===== src/hdl/hbm_pkg.sv =====
package hbm_pkg;

  localparam int MAX_CANDIDATES = 64;
  localparam int RUN_W          = $clog2(MAX_CANDIDATES + 1);

  localparam int WORD_W     = 64;
  localparam int NUM_WORDS  = 4;
  localparam int CNT_W      = 7;
  localparam int DIST_W     = 9;
  localparam int MAP_W      = 20;
  localparam int POS_W      = 6;
  localparam int CFG_W      = 9;
  localparam int PROD_W     = 2 * DIST_W;

  localparam int IN_DATA_W  = 536;
  localparam int OUT_DATA_W = 48;

  localparam int FIFO_DEPTH = 4;
  localparam int FIFO_PTR_W = 2;
  localparam int FIFO_CNT_W = 3;

  localparam logic [CFG_W-1:0] BOUND_RESET = 9'd75;
  localparam logic [CFG_W-1:0] RATIO_RESET = 9'd179;

  localparam logic [31:0] MASK_1 = 32'h5555_5555;
  localparam logic [31:0] MASK_2 = 32'h3333_3333;
  localparam logic [31:0] MASK_4 = 32'h0F0F_0F0F;

  typedef enum logic [0:0] {
    REG_INITIAL_BOUND = 1'b0,
    REG_RATIO_Q8      = 1'b1
  } cfg_reg_t;

  typedef struct packed {
    logic [DIST_W-1:0] distance;
    logic [MAP_W-1:0]  map;
    logic              last;
  } hbm_item_t;

  typedef struct packed {
    logic              found;
    logic [POS_W-1:0]  pos;
    logic [MAP_W-1:0]  map;
    logic [DIST_W-1:0] best;
    logic [DIST_W-1:0] second;
  } hbm_run_t;

  function automatic logic [5:0] pop32(input logic [31:0] v);
    logic [31:0] a;
    logic [31:0] b;
    logic [31:0] c;
    a = v - ((v >> 1) & MASK_1);
    b = (a & MASK_2) + ((a >> 2) & MASK_2);
    c = (b + (b >> 4)) & MASK_4;
    return 6'(c[7:0]) + 6'(c[15:8]) + 6'(c[23:16]) + 6'(c[31:24]);
  endfunction

  function automatic logic [CNT_W-1:0] pop64(input logic [WORD_W-1:0] v);
    return CNT_W'(pop32(v[31:0])) + CNT_W'(pop32(v[63:32]));
  endfunction

endpackage


===== src/hdl/hamming_best_two_ratio_match.sv =====
// Hamming best-two ratio matcher.
// Slave stream: one request per candidate. s_axis_tdata carries the query
// descriptor, the candidate descriptor and the candidate's map index;
// s_axis_tlast marks the final candidate of a query's run.
// Master stream: one result per run, sent after the request with tlast:
// matched flag, best position, best map index, best and second distances.
// Config port: cfg_we with cfg_index 0 writes initial_bound, 1 writes
// ratio_q8; write only while the block is idle.
// Throughput: one candidate per cycle when not held by back-pressure, set by the
// two-stage popcount pipeline feeding a 4-entry queue and the best/second update
// in the back end. The last request passes the stage-1 and stage-2 registers, the
// queue, the run summary register and the output register before m_axis_tvalid.
// Reset clears all valids, the queue and the run position and loads the
// register defaults (bound 75, ratio 179). When m_axis_tready is low the
// result holds; candidates keep flowing and only a later run's end waits.
module hamming_best_two_ratio_match (
  input  logic                           clk,
  input  logic                           rst,
  input  logic                           s_axis_tvalid,
  output logic                           s_axis_tready,
  // query_word0..3, cand_word0..3, cand_map_index, zero fill
  input  logic [hbm_pkg::IN_DATA_W-1:0]  s_axis_tdata,
  input  logic                           s_axis_tlast,
  output logic                           m_axis_tvalid,
  input  logic                           m_axis_tready,
  // matched, best_position, best_map_index, best_distance, second_distance, zero fill
  output logic [hbm_pkg::OUT_DATA_W-1:0] m_axis_tdata,
  input  logic                           cfg_we,
  input  logic [0:0]                     cfg_index,
  input  logic [hbm_pkg::CFG_W-1:0]      cfg_data
);
  import hbm_pkg::*;

  logic [CFG_W-1:0]      initial_bound;
  logic [CFG_W-1:0]      ratio_q8;

  logic                  f_valid;
  logic                  f_ready;
  hbm_item_t             f_item;
  logic                  q_valid;
  logic                  q_ready;
  hbm_item_t             q_item;
  logic [FIFO_CNT_W-1:0] q_level;

  always_ff @(posedge clk) begin
    if (rst) begin
      initial_bound <= BOUND_RESET;
      ratio_q8      <= RATIO_RESET;
    end else if (cfg_we) begin
      case (cfg_reg_t'(cfg_index))
        REG_INITIAL_BOUND: initial_bound <= cfg_data;
        REG_RATIO_Q8:      ratio_q8      <= cfg_data;
        default:           ratio_q8      <= ratio_q8;
      endcase
    end
  end

  hbm_front u_front (
    .clk       (clk),
    .rst       (rst),
    .in_valid  (s_axis_tvalid),
    .in_ready  (s_axis_tready),
    .in_data   (s_axis_tdata),
    .in_last   (s_axis_tlast),
    .out_valid (f_valid),
    .out_ready (f_ready),
    .out_item  (f_item)
  );

  hbm_fifo u_fifo (
    .clk       (clk),
    .rst       (rst),
    .in_valid  (f_valid),
    .in_ready  (f_ready),
    .in_item   (f_item),
    .out_valid (q_valid),
    .out_ready (q_ready),
    .out_item  (q_item),
    .level     (q_level)
  );

  hbm_back u_back (
    .clk           (clk),
    .rst           (rst),
    .item_valid    (q_valid),
    .item_ready    (q_ready),
    .item          (q_item),
    .initial_bound (initial_bound),
    .ratio_q8      (ratio_q8),
    .out_valid     (m_axis_tvalid),
    .out_ready     (m_axis_tready),
    .out_data      (m_axis_tdata)
  );

  a_reset_idle: assert property (@(posedge clk) rst |=> !m_axis_tvalid)
    else $error("result valid right after reset");

  a_queue_bound: assert property (@(posedge clk) disable iff (rst)
    q_level <= FIFO_CNT_W'(FIFO_DEPTH))
    else $error("candidate queue overflow");

  a_match_nonzero_second: assert property (@(posedge clk) disable iff (rst)
    (m_axis_tvalid && m_axis_tdata[0]) |-> (m_axis_tdata[44:36] != '0))
    else $error("match reported with zero second distance");

endmodule


===== src/hdl/hbm_front.sv =====
module hbm_front (
  input  logic                          clk,
  input  logic                          rst,
  input  logic                          in_valid,
  output logic                          in_ready,
  input  logic [hbm_pkg::IN_DATA_W-1:0] in_data,
  input  logic                          in_last,
  output logic                          out_valid,
  input  logic                          out_ready,
  output hbm_pkg::hbm_item_t            out_item
);
  import hbm_pkg::*;

  logic             s1_valid;
  logic [CNT_W-1:0] s1_cnt [NUM_WORDS];
  logic [MAP_W-1:0] s1_map;
  logic             s1_last;
  logic             s1_ready;

  logic             s2_valid;
  hbm_item_t        s2_item;
  logic             s2_ready;

  assign s2_ready = !s2_valid || out_ready;
  assign s1_ready = !s1_valid || s2_ready;
  assign in_ready = s1_ready;

  // stage 1: per-word popcount of query xor candidate
  always_ff @(posedge clk) begin
    if (rst) begin
      s1_valid <= 1'b0;
    end else if (s1_ready) begin
      s1_valid <= in_valid;
    end
    if (s1_ready && in_valid) begin
      for (int w = 0; w < NUM_WORDS; w++) begin
        s1_cnt[w] <= pop64(in_data[w*WORD_W +: WORD_W] ^
                           in_data[(NUM_WORDS+w)*WORD_W +: WORD_W]);
      end
      s1_map  <= in_data[2*NUM_WORDS*WORD_W +: MAP_W];
      s1_last <= in_last;
    end
  end

  // stage 2: total distance
  always_ff @(posedge clk) begin
    if (rst) begin
      s2_valid <= 1'b0;
    end else if (s2_ready) begin
      s2_valid <= s1_valid;
    end
    if (s2_ready && s1_valid) begin
      s2_item.distance <= DIST_W'(s1_cnt[0]) + DIST_W'(s1_cnt[1]) +
                          DIST_W'(s1_cnt[2]) + DIST_W'(s1_cnt[3]);
      s2_item.map      <= s1_map;
      s2_item.last     <= s1_last;
    end
  end

  assign out_valid = s2_valid;
  assign out_item  = s2_item;

endmodule


===== src/hdl/hbm_fifo.sv =====
module hbm_fifo (
  input  logic                           clk,
  input  logic                           rst,
  input  logic                           in_valid,
  output logic                           in_ready,
  input  hbm_pkg::hbm_item_t             in_item,
  output logic                           out_valid,
  input  logic                           out_ready,
  output hbm_pkg::hbm_item_t             out_item,
  output logic [hbm_pkg::FIFO_CNT_W-1:0] level
);
  import hbm_pkg::*;

  hbm_item_t             mem [FIFO_DEPTH];
  logic [FIFO_PTR_W-1:0] wptr;
  logic [FIFO_PTR_W-1:0] rptr;
  logic [FIFO_CNT_W-1:0] count;
  logic                  push;
  logic                  pop;

  assign in_ready  = count != FIFO_CNT_W'(FIFO_DEPTH);
  assign out_valid = count != '0;
  assign push      = in_valid && in_ready;
  assign pop       = out_valid && out_ready;
  assign out_item  = mem[rptr];
  assign level     = count;

  always_ff @(posedge clk) begin
    if (rst) begin
      wptr  <= '0;
      rptr  <= '0;
      count <= '0;
    end else begin
      if (push) begin
        wptr <= wptr + 1'b1;
      end
      if (pop) begin
        rptr <= rptr + 1'b1;
      end
      case ({push, pop})
        2'b10:   count <= count + 1'b1;
        2'b01:   count <= count - 1'b1;
        default: count <= count;
      endcase
    end
    if (push) begin
      mem[wptr] <= in_item;
    end
  end

endmodule


===== src/hdl/hbm_back.sv =====
module hbm_back (
  input  logic                           clk,
  input  logic                           rst,
  input  logic                           item_valid,
  output logic                           item_ready,
  input  hbm_pkg::hbm_item_t             item,
  input  logic [hbm_pkg::CFG_W-1:0]      initial_bound,
  input  logic [hbm_pkg::CFG_W-1:0]      ratio_q8,
  output logic                           out_valid,
  input  logic                           out_ready,
  output logic [hbm_pkg::OUT_DATA_W-1:0] out_data
);
  import hbm_pkg::*;

  logic [DIST_W-1:0] best;
  logic [DIST_W-1:0] second;
  logic [POS_W-1:0]  bpos;
  logic [MAP_W-1:0]  bmap;
  logic              found;
  logic [RUN_W-1:0]  run_pos;

  logic [DIST_W-1:0] base_best;
  logic [DIST_W-1:0] base_second;
  logic [POS_W-1:0]  base_pos;
  logic [MAP_W-1:0]  base_map;
  logic              base_found;
  hbm_run_t          upd;

  logic              r_valid;
  hbm_run_t          r;
  logic              r_move;
  logic              o_valid;
  logic [OUT_DATA_W-1:0] o_data;
  logic [PROD_W-1:0] prod;
  logic              matched;
  logic              take;

  assign r_move     = r_valid && (!o_valid || out_ready);
  assign item_ready = !item.last || !r_valid || r_move;
  assign take       = item_valid && item_ready;

  // a new run starts from the current bound
  always_comb begin
    if (run_pos == '0) begin
      base_best   = initial_bound;
      base_second = initial_bound;
      base_pos    = '0;
      base_map    = '0;
      base_found  = 1'b0;
    end else begin
      base_best   = best;
      base_second = second;
      base_pos    = bpos;
      base_map    = bmap;
      base_found  = found;
    end
    upd.best   = base_best;
    upd.second = base_second;
    upd.pos    = base_pos;
    upd.map    = base_map;
    upd.found  = base_found;
    if (run_pos < RUN_W'(MAX_CANDIDATES)) begin
      if (item.distance < base_best) begin
        upd.second = base_best;
        upd.best   = item.distance;
        upd.pos    = POS_W'(run_pos);
        upd.map    = item.map;
        upd.found  = 1'b1;
      end else if (item.distance < base_second) begin
        upd.second = item.distance;
      end
    end
  end

  always_ff @(posedge clk) begin
    if (rst) begin
      run_pos <= '0;
    end else if (take) begin
      if (item.last) begin
        run_pos <= '0;
      end else if (run_pos < RUN_W'(MAX_CANDIDATES)) begin
        run_pos <= run_pos + 1'b1;
      end
    end
    if (take) begin
      best   <= upd.best;
      second <= upd.second;
      bpos   <= upd.pos;
      bmap   <= upd.map;
      found  <= upd.found;
    end
  end

  // run summary waits here for the ratio test
  always_ff @(posedge clk) begin
    if (rst) begin
      r_valid <= 1'b0;
    end else if (take && item.last) begin
      r_valid <= 1'b1;
    end else if (r_move) begin
      r_valid <= 1'b0;
    end
    if (take && item.last) begin
      r <= upd;
    end
  end

  assign prod    = PROD_W'(r.second) * PROD_W'(ratio_q8);
  assign matched = r.found && (PROD_W'({r.best, 8'd0}) < prod);

  always_ff @(posedge clk) begin
    if (rst) begin
      o_valid <= 1'b0;
    end else if (r_move) begin
      o_valid <= 1'b1;
    end else if (out_ready) begin
      o_valid <= 1'b0;
    end
    if (r_move) begin
      o_data <= {3'b000, r.second, r.best, r.map, r.pos, matched};
    end
  end

  assign out_valid = o_valid;
  assign out_data  = o_data;

endmodule

===== config.mk =====
export PLATFORM = sky130hd
export DESIGN_NAME = hamming_best_two_ratio_match
export DESIGN_NICKNAME = d
export VERILOG_FILES = /design/src/hdl/hbm_pkg.sv /design/src/hdl/hamming_best_two_ratio_match.sv /design/src/hdl/hbm_front.sv /design/src/hdl/hbm_fifo.sv /design/src/hdl/hbm_back.sv
export SDC_FILE = /design/constraint.sdc
export NUM_CORES = 1
export LEC_CHECK = 0
export CAP_MARGIN = 20
export CORE_MARGIN = 4
export CORE_UTILIZATION = 65
export DETAILED_ROUTE_END_ITERATION = 8
export DONT_BUFFER_PORTS = 1
export PLACE_DENSITY = 0.86
export REMOVE_ABC_BUFFERS = 1
export SLEW_MARGIN = 30
export SYNTH_ARGS = -nofsm -noshare
export SYNTH_HDL_FRONTEND = slang
export SYNTH_SLANG_ARGS = --single-unit

===== constraint.sdc =====
create_clock -name clk -period 10.2 [get_ports clk]
set_input_delay 0.51 -clock clk [delete_from_list [all_inputs] [get_ports clk]]
set_output_delay 0.51 -clock clk [all_outputs]
set_load 0.02 [all_outputs]

==> qor.csv <==
metric,value,unit
Yosys Warn Count,0,
DR top layer,met4,
RSZ-0062 raised after global routing,false,
initial antenna violation count,1,
CTS tree,done,
Synth cell types,92,
HP Class,input pin to flop,
row count,90,
Worst-Margin Slew,0.904,ns
syn avg cell area,10.2,um2
Most common cell on crit path,fa_1,
largest family of logic cells by synthesized area,adder cells,
register bit total from synthesis,372,
Netlist Area Pre-Place,39900,um2
cts hold-fix bufs,0,
IO Pins,602,
FF-to-FF End,u_back.out_data[0],
number of gates resized after cts,0,
crit path to,u_front.s1_cnt[3][6],
cell count after synthesis,3912,
clk_skew,0.0309,ns
htree depth,2,
period utilisation layout,74.4,%
WP data arrival,7.85,ns
"Hold Violations, Final",0,
"most common cell after layout, fill and taps aside",ha_1,
Final Net Count,5336,
Hold Startpoint,rst,
DRC Markers,0,
post-synthesis sequential area ratio,27.1,%
CP Capture Type,flop,
Post-CTS Setup Inserts,0,
XOR/XNOR share of the synthesized area,12.8,%
metal3 WL,4.62,mm
"Data required, critical path",10.47,ns
CP max stage delay,0.56,ns
Worst Path Max Fanout,6,
Main synth FF type,edfxtp_1,
routed length per instance,18.9,um
dpl hpwl,73.7,mm
reg2reg path depth,24,
wire length on met1,35.6,mm
final antenna-violating net count,0,
total global routing overflow,0,
vias in the first global route,28600,
GPL Wtd Cong,0.987,
Root Driver,clkbuf_16,
CP Launch Point,s_axis_tdata[457],
Via density,5.89,
status,completed,
f_max,132,MHz
Port Buffer Count,0,
pin count of the biggest net entering global routing,58,
most frequent cells in the layout,"ha_1, inv_1, edfxtp_1",
Slew HR,39.8,%
CORE AREA,60600,um2
Startpoint Class,input pin,
Clock Pin Slew Worst Setup and Hold Paths,0.06,ns
Max Root-Sink Buffers,3,
Post-synth ARST share,0,%
DRT iter0 DRCs,1629,
Setup TNS,0,ns
Clock Sinks,372,
adder-cell share of the synthesized area,31.4,%
Simple-Gate Fraction of Synth Area,9.67,%
Worst R2R Start,u_back.r[5],
slowest CP cell,fa_1,
post-synthesis mux area share,2.37,%
Final Setup Violations,0,
Die ar.,65300,um2
Die Y,256,um
Area Overhead vs Synth,5.21,%
routed wl met2,46.7,mm
Synth Area in Compound Gates,11.0,%
Initial Utilization,65.8,%
number of buffers created by CTS,36,
final WL,89.3,mm
Die Width,256,um
share of cells above drive strength 1,3.57,%
fin. max-slew vios,0,
Pre-antenna DRT Iters,8,
first-pass GRT wire length,143,mm
"EDFF count, synth",334,
GRT Total Usage,26.4,%
Final min period,7.59,ns
reg-to-reg setup timing slack,3.55,ns
Setup CP Type,input pin to flop,
Max-Cap Viols,0,
via count,27800,
"Clk Latency, worst-skew pair",0.53,ns
==> cell families after synthesis <==
kind of cell               count (synthesis)
AOI/OAI and AO/OA                        657
xor gates and xnor gates                 577
adders and majority gates                866
buffers and inverters                    590
DFF                                      372
muxes                                     57
other                                      1
and+or+nand+nor                          792
==> per-stage QoR <==
| stage | setup WS, ns | std cells | area, um2 | util (%) | hold WS (ns) |
|---|---|---|---|---|---|
| after global routing | 2.22 | 4729 | 41900 | 69.2 | 0.0401 |
| after CTS | 2.62 | 4728 | 41900 | 69.2 | 0.0325 |
| final | 2.61 | 4729 | 41900 | 69.2 | 0.0483 |
| after global placement | 2.28 | 4661 | 40700 | 67.3 | 0.401 |
| after floorplan | 2.81 | 3867 | 39700 | - | 0.400 |
| after detailed placement | 2.10 | 4662 | 40800 | 67.3 | 0.405 |
==> flip-flops by register name (all words and copies together), names as in the netlist, 2 cells and up, named ones only <==
register / count
initial_bound: 9
ratio_q8: 9
u_back.best: 9
u_back.bmap: 20
u_back.bpos: 6
u_back.out_data: 45
u_back.r: 45
u_back.run_pos: 7
u_back.second: 9
u_fifo.level: 3
u_fifo.mem: 120
u_fifo.rptr: 2
u_fifo.wptr: 2
u_front.out_item: 30
u_front.s1_cnt: 28
u_front.s1_map: 20
==> layout make-up <==
class	instances	area [um2]
Inverter	543	2040
Multi-Input combinational cell	2952	26800
Timing Repair Buffer	13	118
Clock buffer	47	982
Fill cell	4409	18600
Tap cell	782	978
Clock inverter	19	173
Antenna cell	1	2.50
Sequential cell	372	10800
==> cell usage after synthesis, types with 7 or more instances <==
library cell	count	area (um2)
ha_1	643	8050
inv_1	543	2040
edfxtp_1	334	10000
xnor2_1	291	2550
nand2_1	287	1080
xor2_1	279	2440
fa_1	223	4460
a21oi_1	192	961
nor2_1	136	510
o21ai_0	105	526
a21o_1	104	781
nand3_1	75	375
nor2b_1	41	257
nor3_1	41	205
nand2b_1	39	244
dfxtp_1	38	761
and2_1	37	231
mux4_2	30	676
nand4_1	30	188
clkbuf_1	29	109
mux2i_1	27	270
a211o_1	26	228
a21boi_0	26	195
o31ai_1	25	188
a211oi_1	22	165
nand3b_1	21	158
and3_1	18	113
o211ai_1	18	135
nor4_1	17	106
o21bai_1	16	120
a31oi_1	15	93.8
o21a_1	11	82.6
or3_1	11	68.8
o31a_1	9	78.8
a41oi_1	8	70.1
nor3b_1	8	60.1
o221ai_1	8	70.1
o21ai_1	7	35.0
or4_1	7	52.6
==> worst max-delay path, delay by kind of cell <==
kind / cells / cell delay (ns)
compound gates: 8 / 1.56
fa+ha+maj: 9 / 4.08
buf+inv: 4 / 0.38
xor+xnor: 3 / 0.82
simple gates: 1 / 0.50
==> worst min-delay path by stage <==
stage | end | cells after the start
final | u_back.r_valid | 1
after floorplan | u_back.out_data[10] | 0
after CTS | flop | 1
after global placement | u_front.out_item[8] | 0
after global routing | u_back.r_valid | 1
after detailed placement | u_back.out_data[25] | 0
==> routing by layer <==
metal,vias up,track usage (%)
met5,-,0
met4,0,6.66
met3,155,2.37
met2,928,49.3
met1,13400,32.9
li1,13400,-
Power is left out: the tool's default activity adds up to more than one toggle a clock period on the data nets, which glitch-free logic cannot reach.
